$ cat src/hdl/r2rgb_pkg.sv
// shared types, constants and colour helper for the raster to rgb565 converter
package r2rgb_pkg;

    // square display geometry
    localparam int DISPLAY_SIDE = 240;
    localparam int POS_W        = $clog2(DISPLAY_SIDE);

    localparam int COORD_W = 12;
    localparam int INDEX_W = 16;
    localparam int COLOR_W = 16;
    localparam int CFG_W   = 12;

    // depth of the job queue between front and back
    localparam int QUEUE_DEPTH = 4;
    localparam int QPTR_W      = $clog2(QUEUE_DEPTH);

    typedef logic [2:0] t_fmt;
    localparam t_fmt FMT_RGBA32 = 3'd0;
    localparam t_fmt FMT_RGB24  = 3'd1;
    localparam t_fmt FMT_MONO   = 3'd2;
    localparam t_fmt FMT_RGB565 = 3'd3;
    localparam t_fmt FMT_PLACED = 3'd4;

    typedef logic [1:0] t_cfg_addr;
    localparam t_cfg_addr CFG_PIXEL_FORMAT  = 2'd0;
    localparam t_cfg_addr CFG_SOURCE_WIDTH  = 2'd1;
    localparam t_cfg_addr CFG_SOURCE_HEIGHT = 2'd2;

    typedef struct packed {
        logic [7:0] data_byte;
        logic       frame_start;
    } t_in_word;

    typedef struct packed {
        logic [COLOR_W-1:0] pixel_color;
        logic [INDEX_W-1:0] pixel_index;
        logic               frame_done;
    } t_out_word;

    // one pixel handed from front to back
    typedef struct packed {
        logic               is_placed;
        logic [COLOR_W-1:0] color;
        logic [INDEX_W-1:0] index;
        logic [POS_W-1:0]   dx;
        logic [POS_W-1:0]   dy;
        logic               done;
    } t_job;

    function automatic logic [COLOR_W-1:0] to565(input logic [23:0] rgb);
        return {rgb[23:19], rgb[15:10], rgb[7:3]};
    endfunction

endpackage

$ cat src/hdl/r2rgb_front.sv
// front end: config registers, byte gathering, position counters, pixel jobs
module r2rgb_front (
    input  logic                i_clk,
    input  logic                i_rst_n,
    input  logic                i_cfg_wr_en,
    input  r2rgb_pkg::t_cfg_addr i_cfg_addr,
    input  logic [r2rgb_pkg::CFG_W-1:0] i_cfg_data,
    input  logic                i_push,
    input  r2rgb_pkg::t_in_word i_in_word,
    output logic                o_full,
    input  logic                i_q_full,
    output logic                o_job_valid,
    output r2rgb_pkg::t_job     o_job
);

    localparam int CW = r2rgb_pkg::COORD_W;
    localparam logic [CW-1:0] SIDE      = CW'(r2rgb_pkg::DISPLAY_SIDE);
    localparam logic [CW-1:0] SIDE_LAST = CW'(r2rgb_pkg::DISPLAY_SIDE - 1);

    r2rgb_pkg::t_fmt r_fmt;
    logic [CW-1:0]   r_width, r_height;

    logic [23:0]     r_gather, n_gather;
    logic [1:0]      r_phase, n_phase;
    logic [CW-1:0]   r_col, n_col, r_row, n_row;
    logic [r2rgb_pkg::INDEX_W-1:0] r_count, n_count;
    logic            r_busy, n_busy;
    logic [2:0]      r_bit, n_bit;
    logic [7:0]      r_byte, n_byte;

    logic            accept, go;

    // placement geometry from the config registers
    logic [CW-1:0]   wl, hl, sox, soy, dox, doy, cw, ch;
    logic [CW:0]     x_hi, y_hi;

    always_comb begin
        wl   = (r_width == '0) ? CW'(1) : r_width;
        hl   = (r_height == '0) ? CW'(1) : r_height;
        sox  = (r_width > SIDE) ? (r_width - SIDE) >> 1 : '0;
        soy  = (r_height > SIDE) ? (r_height - SIDE) >> 1 : '0;
        dox  = (r_width < SIDE) ? (SIDE - r_width) >> 1 : '0;
        doy  = (r_height < SIDE) ? (SIDE - r_height) >> 1 : '0;
        cw   = (r_width < SIDE) ? r_width : SIDE;
        ch   = (r_height < SIDE) ? r_height : SIDE;
        x_hi = {1'b0, sox} + {1'b0, cw};
        y_hi = {1'b0, soy} + {1'b0, ch};
    end

    assign o_full = r_busy || i_q_full;
    assign accept = i_push && !o_full;
    assign go     = r_busy ? !i_q_full : accept;

    always_comb begin
        logic [23:0]  g;
        logic [1:0]   ph;
        logic [CW-1:0] col, row;
        logic [r2rgb_pkg::INDEX_W-1:0] cnt;
        logic [2:0]   need;
        logic         fire_fixed, fire_placed, pix_bit, in_region;
        logic [r2rgb_pkg::COLOR_W-1:0] color;
        logic [7:0]   d_byte;

        d_byte      = i_in_word.data_byte;
        g           = r_gather;
        ph          = r_phase;
        col         = r_col;
        row         = r_row;
        cnt         = r_count;
        need        = 3'd0;
        fire_fixed  = 1'b0;
        fire_placed = 1'b0;
        pix_bit     = 1'b0;
        in_region   = 1'b0;
        color       = '0;
        n_busy      = r_busy;
        n_bit       = r_bit;
        n_byte      = r_byte;
        o_job_valid = 1'b0;
        o_job       = '0;

        if (go) begin
            if (accept && i_in_word.frame_start) begin
                g   = '0;
                ph  = '0;
                col = '0;
                row = '0;
                cnt = '0;
            end

            if (r_fmt == r2rgb_pkg::FMT_MONO) begin
                // msb first, one bit per cycle while the job queue is not full
                pix_bit    = r_busy ? r_byte[r_bit] : d_byte[7];
                color      = pix_bit ? 16'hFFFF : 16'h0000;
                fire_fixed = 1'b1;
                if (r_busy) begin
                    if (r_bit == 3'd0) begin
                        n_busy = 1'b0;
                    end else begin
                        n_bit = r_bit - 3'd1;
                    end
                end else begin
                    n_busy = 1'b1;
                    n_bit  = 3'd6;
                    n_byte = d_byte;
                end
            end else begin
                unique case (r_fmt)
                    r2rgb_pkg::FMT_RGBA32,
                    r2rgb_pkg::FMT_PLACED: need = 3'd4;
                    r2rgb_pkg::FMT_RGB24:  need = 3'd3;
                    r2rgb_pkg::FMT_RGB565: need = 3'd2;
                    default:               need = 3'd0;
                endcase
                if (need != 3'd0) begin
                    // alpha byte of a four-byte pixel is not gathered
                    if (ph != 2'd3) begin
                        g = {g[15:0], d_byte};
                    end
                    if ({1'b0, ph} + 3'd1 < need) begin
                        ph = ph + 2'd1;
                    end else begin
                        ph = '0;
                        if (r_fmt == r2rgb_pkg::FMT_RGB565) begin
                            color      = g[15:0];
                            fire_fixed = 1'b1;
                        end else if (r_fmt == r2rgb_pkg::FMT_PLACED) begin
                            color       = r2rgb_pkg::to565(g);
                            fire_placed = 1'b1;
                        end else begin
                            color      = r2rgb_pkg::to565(g);
                            fire_fixed = 1'b1;
                        end
                    end
                end
            end

            if (fire_fixed && row < SIDE) begin
                o_job_valid     = 1'b1;
                o_job.is_placed = 1'b0;
                o_job.color     = color;
                o_job.index     = cnt;
                o_job.done      = (row == SIDE_LAST) && (col == SIDE_LAST);
                cnt             = cnt + 1'b1;
                if (col >= SIDE_LAST) begin
                    col = '0;
                    row = row + 1'b1;
                end else begin
                    col = col + 1'b1;
                end
            end

            if (fire_placed && row < hl) begin
                in_region = (col >= sox) && ({1'b0, col} < x_hi) &&
                            (row >= soy) && ({1'b0, row} < y_hi);
                o_job_valid     = in_region;
                o_job.is_placed = 1'b1;
                o_job.color     = color;
                o_job.dx        = r2rgb_pkg::POS_W'(col - sox + dox);
                o_job.dy        = r2rgb_pkg::POS_W'(row - soy + doy);
                o_job.done      = ({1'b0, col} == x_hi - 1'b1) &&
                                  ({1'b0, row} == y_hi - 1'b1);
                if (col >= wl - 1'b1) begin
                    col = '0;
                    row = row + 1'b1;
                end else begin
                    col = col + 1'b1;
                end
            end
        end

        n_gather = g;
        n_phase  = ph;
        n_col    = col;
        n_row    = row;
        n_count  = cnt;
    end

    always_ff @(posedge i_clk) begin
        if (!i_rst_n) begin
            r_fmt    <= r2rgb_pkg::FMT_RGBA32;
            r_width  <= SIDE;
            r_height <= SIDE;
            r_gather <= '0;
            r_phase  <= '0;
            r_col    <= '0;
            r_row    <= '0;
            r_count  <= '0;
            r_busy   <= 1'b0;
            r_bit    <= '0;
        end else begin
            if (i_cfg_wr_en) begin
                unique case (i_cfg_addr)
                    r2rgb_pkg::CFG_PIXEL_FORMAT:  r_fmt    <= i_cfg_data[2:0];
                    r2rgb_pkg::CFG_SOURCE_WIDTH:  r_width  <= i_cfg_data;
                    r2rgb_pkg::CFG_SOURCE_HEIGHT: r_height <= i_cfg_data;
                    default: ;
                endcase
            end
            r_gather <= n_gather;
            r_phase  <= n_phase;
            r_col    <= n_col;
            r_row    <= n_row;
            r_count  <= n_count;
            r_busy   <= n_busy;
            r_bit    <= n_bit;
        end
    end

    always_ff @(posedge i_clk) begin
        r_byte <= n_byte;
    end

endmodule

$ cat src/hdl/r2rgb_queue.sv
// short job queue between front and back ends
module r2rgb_queue (
    input  logic            i_clk,
    input  logic            i_rst_n,
    input  logic            i_wr_en,
    input  r2rgb_pkg::t_job i_wr_job,
    output logic            o_full,
    input  logic            i_rd_en,
    output r2rgb_pkg::t_job o_rd_job,
    output logic            o_empty
);

    localparam int PW = r2rgb_pkg::QPTR_W;

    r2rgb_pkg::t_job r_slot [r2rgb_pkg::QUEUE_DEPTH];
    logic [PW-1:0]   r_wr_ptr, r_rd_ptr;
    logic [PW:0]     r_count;
    logic            wr, rd;

    assign o_full   = (r_count == (PW+1)'(r2rgb_pkg::QUEUE_DEPTH));
    assign o_empty  = (r_count == '0);
    assign wr       = i_wr_en && !o_full;
    assign rd       = i_rd_en && !o_empty;
    assign o_rd_job = r_slot[r_rd_ptr];

    always_ff @(posedge i_clk) begin
        if (!i_rst_n) begin
            r_wr_ptr <= '0;
            r_rd_ptr <= '0;
            r_count  <= '0;
        end else begin
            if (wr) begin
                r_wr_ptr <= r_wr_ptr + 1'b1;
            end
            if (rd) begin
                r_rd_ptr <= r_rd_ptr + 1'b1;
            end
            if (wr && !rd) begin
                r_count <= r_count + 1'b1;
            end else if (rd && !wr) begin
                r_count <= r_count - 1'b1;
            end
        end
    end

    always_ff @(posedge i_clk) begin
        if (wr) begin
            r_slot[r_wr_ptr] <= i_wr_job;
        end
    end

endmodule

$ cat src/hdl/r2rgb_back.sv
// back end: display index for placed pixels and the output word register
module r2rgb_back (
    input  logic                 i_clk,
    input  logic                 i_rst_n,
    input  logic                 i_job_empty,
    input  r2rgb_pkg::t_job      i_job,
    output logic                 o_job_pop,
    input  logic                 i_pop,
    output logic                 o_empty,
    output r2rgb_pkg::t_out_word o_out_word
);

    localparam int IW = r2rgb_pkg::INDEX_W;

    logic                 r_valid, n_valid;
    r2rgb_pkg::t_out_word r_word, n_word;
    logic [IW-1:0]        placed_index;

    assign o_job_pop    = !i_job_empty && (!r_valid || i_pop);
    assign placed_index = IW'(i_job.dy) * IW'(r2rgb_pkg::DISPLAY_SIDE) + IW'(i_job.dx);

    always_comb begin
        n_valid = r_valid;
        n_word  = r_word;
        if (o_job_pop) begin
            n_valid            = 1'b1;
            n_word.pixel_color = i_job.color;
            n_word.pixel_index = i_job.is_placed ? placed_index : i_job.index;
            n_word.frame_done  = i_job.done;
        end else if (i_pop) begin
            n_valid = 1'b0;
        end
    end

    always_ff @(posedge i_clk) begin
        if (!i_rst_n) begin
            r_valid <= 1'b0;
        end else begin
            r_valid <= n_valid;
        end
    end

    always_ff @(posedge i_clk) begin
        r_word <= n_word;
    end

    assign o_empty    = !r_valid;
    assign o_out_word = r_word;

endmodule

$ cat src/hdl/raster_to_rgb565_converter.sv
// top level of the raster to rgb565 converter: front end, job queue, back end
// path: a completed pixel passes the job queue and the output word register in order
// throughput: one byte per cycle in byte modes, set by the gather step, unless q_full
// mono: full stays high until a byte's last bit is out; the next byte waits for it
// reset: synchronous, active low; counters and queues clear, config returns to
// rgba32 at 240 x 240; there is no clearing pass
module raster_to_rgb565_converter (
    input  logic                 i_clk,
    input  logic                 i_rst_n,
    // configuration write port
    input  logic                 i_cfg_wr_en,
    input  r2rgb_pkg::t_cfg_addr i_cfg_addr,
    input  logic [r2rgb_pkg::CFG_W-1:0] i_cfg_data,
    // byte words in
    input  logic                 push,
    output logic                 full,
    input  r2rgb_pkg::t_in_word  i_in_word,
    // pixel words out
    output logic                 empty,
    input  logic                 pop,
    output r2rgb_pkg::t_out_word o_out_word
);

    // front to queue
    logic            job_valid;
    r2rgb_pkg::t_job job_in;
    logic            q_full;

    // queue to back
    logic            q_empty;
    logic            q_pop;
    r2rgb_pkg::t_job job_out;

    // front end takes bytes, tracks position and decides which pixels exist
    r2rgb_front u_front (
        .i_clk       (i_clk),
        .i_rst_n     (i_rst_n),
        .i_cfg_wr_en (i_cfg_wr_en),
        .i_cfg_addr  (i_cfg_addr),
        .i_cfg_data  (i_cfg_data),
        .i_push      (push),
        .i_in_word   (i_in_word),
        .o_full      (full),
        .i_q_full    (q_full),
        .o_job_valid (job_valid),
        .o_job       (job_in)
    );

    // decouples the front end from output back-pressure
    r2rgb_queue u_queue (
        .i_clk    (i_clk),
        .i_rst_n  (i_rst_n),
        .i_wr_en  (job_valid),
        .i_wr_job (job_in),
        .o_full   (q_full),
        .i_rd_en  (q_pop),
        .o_rd_job (job_out),
        .o_empty  (q_empty)
    );

    // back end forms the display index and holds the outgoing word
    r2rgb_back u_back (
        .i_clk       (i_clk),
        .i_rst_n     (i_rst_n),
        .i_job_empty (q_empty),
        .i_job       (job_out),
        .o_job_pop   (q_pop),
        .i_pop       (pop),
        .o_empty     (empty),
        .o_out_word  (o_out_word)
    );

endmodule
$ cat config.mk
export PLATFORM = sky130hd
export DESIGN_NAME = raster_to_rgb565_converter
export DESIGN_NICKNAME = d
export VERILOG_FILES = /design/src/hdl/r2rgb_pkg.sv /design/src/hdl/r2rgb_front.sv /design/src/hdl/r2rgb_queue.sv /design/src/hdl/r2rgb_back.sv /design/src/hdl/raster_to_rgb565_converter.sv
export SDC_FILE = /design/constraint.sdc
export NUM_CORES = 1
export LEC_CHECK = 0
export BUFFER_PORTS_ARGS = -buffer_cell sky130_fd_sc_hd__buf_2
export CAP_MARGIN = 10
export CELL_PAD_IN_SITES_DETAIL_PLACEMENT = 1
export CELL_PAD_IN_SITES_GLOBAL_PLACEMENT = 1
export CORE_ASPECT_RATIO = 1.4
export CORE_MARGIN = 4
export CORE_UTILIZATION = 40
export DETAILED_ROUTE_END_ITERATION = 8
export HOLD_SLACK_MARGIN = 0.12
export PLACE_DENSITY_LB_ADDON = 0.1
export SLEW_MARGIN = 20
export SYNTH_ARGS = -nofsm -noshare
export SYNTH_HDL_FRONTEND = slang
export SYNTH_SLANG_ARGS = --single-unit
$ cat constraint.sdc
create_clock -name i_clk -period 21.8 [get_ports i_clk]
set_input_delay 6.54 -clock i_clk [delete_from_list [all_inputs] [get_ports i_clk]]
set_output_delay 6.54 -clock i_clk [all_outputs]
set_load 0.05 [all_outputs]
==> out/results.ini, run 1 <==
[outcome]
outcome = finished clean

[clock_network]
clk_path_buf_depth = 3
postCtsSetupRepairBufs = 0
cts_root_buffer = clkbuf_16
cts_max_level = 2
cts_buffers = 37
cts_resized = 0
clkTransAtPathRegs_ps = 60
cts.sinks = 345
clkLatencyLatePin_ps = 550
cts_tree = yes
cts_hold_buf = 0

[die]
row_count = 99
coreArea_um2 = 52500
die_area_um2 = 57200
dieWidth_um = 203
io_pins = 63
initial_core_util_pct = 40.7
dieHeight_um = 281

[placement]
dp_hpwl_um = 46200
routabilityCongestion = 0.866
port_buffers = 62
place_inst = 2707

[critical_path]
crit_slowest_cell = o21ai_2
crit_type = input pin to flip-flop
reg2reg_slack_ps = 14100
path_delay_family = simple AND/OR/NAND/NOR gates
cp-start-kind = input pin
r2r_cells = 32
critPathMaxStageDelay_ps = 620
r2r_end = u_queue.r_count[2]$_SDFFE_PN0P_
cp_data_required_time_ps = 22280
cp.buffers_inverters = 6
cp-endpoint = u_queue.r_count[2]$_SDFFE_PN0P_
r2r-start = u_queue.r_count[0]$_SDFFE_PN0P_
worst_setup_path_end_kind = flip-flop
crit_cells = 32
cp_common_cell = ha_1
worstPathMaxFanout = 32
arrival_ps = 13640
startpoint = push

[logic_synthesis]
yosysSeqAreaShare_pct = 43.6
synth-edff-count = 241
avgSynthCellArea_um2 = 10.7
synthCells = 1995
synth_warnings = 0
syn-cell-area_um2 = 21400
synth.distinct_cells = 95
ys_seq_elements = 345
synthArstFlopShare_pct = 0
ys.flop_type = edfxtp_1

[detailed_routing]
drcViolationCount = 0
firstDrtPassIters = 5
via_count = 15600
wl_per_cell_um = 21.8
drt-vias-per-instance = 5.62
final_antenna_net_count = 0
drtIter0Drc = 787
routed_wl_um = 60300

[global_routing]
grt_antenna_before_repair = 1
grt_max_degree = 97
track_usage_pct = 20.9
grt_overflow = 0
grt_pass1_wl_um = 94700
grt_pass1_vias = 16700

[sta]
fin_crit_sh_pct = 60.4
final_hold_viol_count = 0
relSlewSlack_pct = 27.5
fin_crit_ps = 13160
tightest_slew_ps = 1080
setup_viol = 0
drv_slew = 0
fmax_mhz = 76.0
setup-tns-final_ps = 0
rsz0062_at_grt = no
finClkSkew_ps = 15.1

[power]
p_leak_nw = 9.15
vdd_drop_max_v = 0.0000601
power.density_nw_per_um2 = 103

[finish]
layout_commonest_cell = edfxtp_1
fillers = 5844
num-nets-final = 2250
areaGrowthSynthToFinish_pct = 10.8
n_antenna_cell = 0
instances_no_fill = 2773
drive_gt1_share_pct = 12.1
most-common-layout-cells = 241 x edfxtp_1, 178 x nand2_1, 152 x ha_1

[worst_hold_path]
hold_class = flip-flop to flip-flop

[job]
drv_cap = 0

routing by layer:
metal	part of all wire [%]	track usage (%)	wire (µm)
met2	54	39.7	32400
met5	0	0	0
met1	39	23.9	23700
met4	4.4	8.48	2660
met3	2.7	2.27	1630
sequential cells by signal, indices dropped and copies added (netlist names), named ones only:
name,flops
u_queue.r_wr_ptr,2
u_front.r_row,12
u_front.r_height,12
u_front.r_bit,3
u_queue.r_rd_ptr,2
u_front.r_gather,21
u_front.r_fmt,3
u_front.r_phase,2
u_queue.r_slot,200
u_front.r_col,12
u_front.r_count,16
u_front.r_byte,8
u_front.r_busy,1
u_back.o_out_word,33
u_queue.r_count,3
u_front.r_width,12
u_back.r_valid,1
worst min path at each step:
| stage | cells after the start | startpoint | end | slack (ps) |
|---|---|---|---|---|
| after global routing | 1 | u_front.r_col[11]$_SDFFE_PN0P_ | u_front.r_col[11]$_SDFFE_PN0P_ | 550 |
| final | 1 | u_front.r_col[11]$_SDFFE_PN0P_ | u_front.r_col[11]$_SDFFE_PN0P_ | 510 |
| after CTS | 1 | u_front.r_col[11]$_SDFFE_PN0P_ | u_front.r_col[11]$_SDFFE_PN0P_ | 510 |
| after global placement | 2 | u_front.r_gather[9]$_SDFFE_PN0P_ | u_front.r_gather[9]$_SDFFE_PN0P_ | 480 |
| after floorplan | 2 | u_front.r_width[0]$_SDFFE_PN0P_ | u_front.r_width[0]$_SDFFE_PN0P_ | 460 |
| after detailed placement | 1 | u_front.r_col[11]$_SDFFE_PN0P_ | u_front.r_col[11]$_SDFFE_PN0P_ | 490 |
stage by stage:
stage | instance area, µm² | power [mW] | utilization [%] | setup slack, ps | hold WS (ps)
finish | 23700 | 2.44 | 45.1 | 8640 | 509
detailed placement | 22400 | 1.84 | 42.7 | 7910 | 488
global route | 23700 | 2.60 | 45.1 | 8040 | 548
global placement | 22400 | 1.82 | 42.7 | 8170 | 484
CTS | 23700 | 2.49 | 45.1 | 8510 | 507
floorplan | 21400 | 1.56 | - | 8090 | 457
Yosys cell counts, types with 7 or more instances:
cell type	count	area, µm²
edfxtp_1	241	7240
nand2_1	178	668
ha_1	152	1900
nor2_1	120	450
inv_1	110	413
dfxtp_1	104	2080
a21oi_1	92	460
xnor2_1	82	718
o21ai_0	75	375
clkbuf_1	68	255
nand3_1	60	300
and2_1	59	369
mux4_2	52	1170
xor2_1	44	385
a21o_1	41	308
nor2b_1	41	257
nor3_1	36	180
fa_1	31	621
nand4_1	29	181
o211ai_1	29	218
and3_1	26	163
mux2i_1	23	230
a21boi_0	20	150
a22oi_1	20	150
nand2b_1	16	100
a211oi_1	14	105
mux2_2	14	158
or3_1	14	87.6
o21a_1	13	97.6
buf_1	12	45.0
or2_2	12	75.1
a31oi_1	11	68.8
nor4_1	11	68.8
a22o_1	10	87.6
a2111oi_0	9	78.8
nor3b_1	9	67.6
nand3b_1	7	52.6
o21ai_1	7	35.0
power breakdown:
part           leakage (nW)  total, mW  internal [mW]  switching, mW
clock                 0.601      0.642          0.375          0.267
sequential             3.19      0.808          0.776         0.0321
combinational          5.37      0.993          0.365          0.628
total                  9.15       2.44           1.52          0.927
cell families after synthesis:
logic type | Yosys count | share of synthesized area (%)
muxes | 89 | 7.30
DFF | 345 | 43.6
AOI/OAI and AO/OA | 402 | 12.7
and+or+nand+nor | 650 | 15.6
other | 1 | 0.0176
adders and majority gates | 183 | 11.8
buffers and inverters | 196 | 3.53
xor gates and xnor gates | 129 | 5.42
layout make-up:
| cell class | instances | area [µm²] | share of cell area [%] |
|---|---|---|---|
| inverters | 110 | 413 | 1.74 |
| multi-input cells | 1459 | 11300 | 47.9 |
| flip-flops and latches | 345 | 9320 | 39.4 |
| clock buffers | 42 | 987 | 4.17 |
| repair buffers | 86 | 490 | 2.07 |
| well taps | 707 | 885 | 3.74 |
| clock inverters | 24 | 240 | 1.01 |
Note: power is estimated with default switching activity, not from simulation.
==> run 2, diff against run 1 <==
clock period = 11.15 ns   (was 21.8 ns; I/O delays follow)
==> run 2 against run 1 <==
Net effect: count of clock-buffer cells in the layout rose by 3; clock power rose by 92%; final area rose by 0.14%; first-iteration DRC count fell by 15%; global-route usage rose by 0.19 points; clock skew rose by 7.3 ps; non-clock buffer count rose by 9; worst setup slack got worse by 7700 ps; total power rose by 94%; utilization rose by 0.064 points; die area did not move.
==> out/results.ini, run 2 (same netlist as run 1, synthesis figures left out) <==
[outcome]
outcome = finished clean  ; unchanged

[die]
dieHeight_um = 281  ; unchanged
coreArea_um2 = 52500  ; unchanged
initial_core_util_pct = 40.7  ; unchanged
io_pins = 63  ; unchanged
dieWidth_um = 203  ; unchanged
die_area_um2 = 57200  ; unchanged
row_count = 99  ; unchanged

[finish]
fillers = 5824  ; was 5,844
most-common-layout-cells = 241 x edfxtp_1, 178 x nand2_1, 152 x ha_1  ; unchanged
layout_commonest_cell = edfxtp_1  ; unchanged
regMostFlops = u_queue.r_slot  ; unchanged
multi_input_area_um2 = 11300  ; about the same
n_antenna_cell = 0  ; unchanged
drive_gt1_share_pct = 12.6  ; was 12.1%
regArea_um2 = 9320  ; unchanged
largest_reg_flops = 200  ; unchanged
num-nets-final = 2258  ; was 2,250
areaGrowthSynthToFinish_pct = 11.0  ; was 10.8%

[global_routing]
grt_max_degree = 64  ; was 97
grt_overflow = 0  ; unchanged
grt_antenna_before_repair = 0  ; was 1
track_usage_pct = 21.1  ; was 20.9%
grt_pass1_wl_um = 95600  ; was 94,700 µm
grt_pass1_vias = 16700  ; about the same

[clock_network]
cts.sinks = 345  ; unchanged
postCtsSetupRepairBufs = 0  ; unchanged
cts_resized = 0  ; unchanged
cts_max_level = 2  ; unchanged
cts_hold_buf = 0  ; unchanged
clk_path_buf_depth = 3  ; unchanged
cts_buffers = 36  ; was 37
cts_tree = yes  ; unchanged
clkLatencyLatePin_ps = 560  ; was 550 ps
cts_root_buffer = clkbuf_16  ; unchanged
clkTransAtPathRegs_ps = 60  ; about the same

[power]
clkPwrFrac_pct = 25.9  ; was 26.3%
p_sw_mw = 1.79  ; was 927 µW
seq_power_share_pct = 33.2  ; was 33.1%
intPower_mw = 2.96  ; was 1.52 mW
power.density_nw_per_um2 = 200  ; was 103 nW/µm²
vdd_drop_max_v = 0.000119  ; was 0.0000601 V
p_comb_share_pct = 40.9  ; was 40.7%
switching_share_pct = 37.7  ; was 38.0%
p_leak_nw = 9.18  ; was 9.15 nW

[detailed_routing]
drtIter0Drc = 666  ; was 787
via_count = 15500  ; was 15,600
drcViolationCount = 0  ; unchanged
wl_per_cell_um = 21.7  ; was 21.8 µm
drt-vias-per-instance = 5.56  ; was 5.62
routed_wl_um = 60200  ; was 60,300 µm
firstDrtPassIters = 5  ; unchanged
final_antenna_net_count = 0  ; unchanged

[sta]
drv_slew = 0  ; unchanged
setup-tns-final_ps = 0  ; unchanged
fmax_mhz = 97.8
holdWs_ps = 514  ; was 509 ps
fin_crit_ps = 10230
final_hold_viol_count = 0  ; unchanged
finClkSkew_ps = 22.4  ; was 15.1 ps
relSlewSlack_pct = 25.7  ; was 27.5%
tightest_slew_ps = 1090  ; was 1080 ps
setup_viol = 0  ; unchanged
fin_crit_sh_pct = 91.7
rsz0062_at_grt = no  ; unchanged

[critical_path]
cp-start-kind = input pin  ; unchanged
worstPathMaxFanout = 35  ; was 32
arrival_ps = 10410  ; was 13,640 ps
reg2reg_slack_ps = 3280  ; was 14,100 ps
worst_setup_path_end_kind = flip-flop  ; unchanged
cp_data_required_time_ps = 11330  ; was 22,280 ps
crit_type = input pin to flip-flop  ; unchanged

[placement]
dp_hpwl_um = 46000  ; was 46,200 µm
routabilityCongestion = 0.881  ; was 0.866
port_buffers = 62  ; unchanged

[worst_hold_path]
hold_class = flip-flop to flip-flop  ; unchanged

[job]
drv_cap = 0  ; unchanged

[run 2: cell types whose count changed in the layout (fill, tap and decap cells not counted), moves of 3 or more]
| cell | before | now |
|---|---|---|
| buf_4 | 24 | 33 |
| clkinv_1 | 10 | 4 |
| clkbuf_1 | 3 | 8 |
| clkbuf_16 | 39 | 36 |
[run 2: worst paths after layout]
| check | start | end | depth (start not counted) |
|---|---|---|---|
| hold / removal | u_front.r_count[0]$_SDFFE_PN0P_ | u_front.r_count[0]$_SDFFE_PN0P_ | 2 |
| setup / recovery | push | u_queue.r_slot[3][10]$_DFFE_PP_ | 24 |
| setup reg to reg | u_queue.r_count[0]$_SDFFE_PN0P_ | u_queue.r_slot[3][10]$_DFFE_PP_ | 23 |
| hold reg to reg | u_front.r_count[0]$_SDFFE_PN0P_ | u_front.r_count[0]$_SDFFE_PN0P_ | 2 |
[run 2: power by group through the flow]
stage | sequential, mW | combinational, mW | clock, mW
after global routing | 1.59 | 2.14 | 1.32
after global placement | 1.60 | 1.93 | 0
after detailed placement | 1.60 | 1.97 | 0
after CTS | 1.58 | 1.98 | 1.26
final | 1.57 | 1.94 | 1.23
after floorplan | 1.81 | 1.23 | 0
[run 2: area by class of cell]
class | count | area share (%)
multi-input cells | 1459 | 47.8
well taps | 707 | 3.73
repair buffers | 95 | 2.35
clock inverters | 19 | 1.01
flip-flops and latches | 345 | 39.3
clock buffers | 45 | 3.99
inverters | 110 | 1.74
[run 2: metrics by stage]
stage	power (mW)	util, %	setup slack, ps	area, µm²	cells
floorplan	3.04	-	630	21400	2000
global placement	3.53	42.9	614	22500	2716
detailed placement	3.57	42.9	358	22500	2716
CTS	4.82	45.1	907	23700	2780
global route	5.05	45.1	563	23700	2780
finish	4.74	45.1	922	23700	2780
[run 2: worst max-delay path: stages]
cell,delay (ps)
buf_2,130
and3b_1,300
nand2_2,170
and2_1,210
ha_1,310
ha_1,290
o21a_1,170
nor2_1,240
a41oi_4,120
o21ai_2,610
o21ai_0,530
ha_1,430
nor2b_1,130
o21a_1,170
o21a_1,160
o21ai_0,140
a21oi_1,130
nor4_1,250
o31ai_1,130
a2111oi_0,960
a31oi_2,290
inv_1,190
and2_2,440
buf_4,540
[run 2: routing by layer]
layer | GRT usage [%] | vias to the layer above | wire (µm)
met5 | 0 | - | 0
met4 | 6.61 | 0 | 1850
met3 | 1.89 | 84 | 1290
met2 | 40.9 | 190 | 32800
met1 | 24.5 | 7780 | 24300
li1 | - | 7414 | -
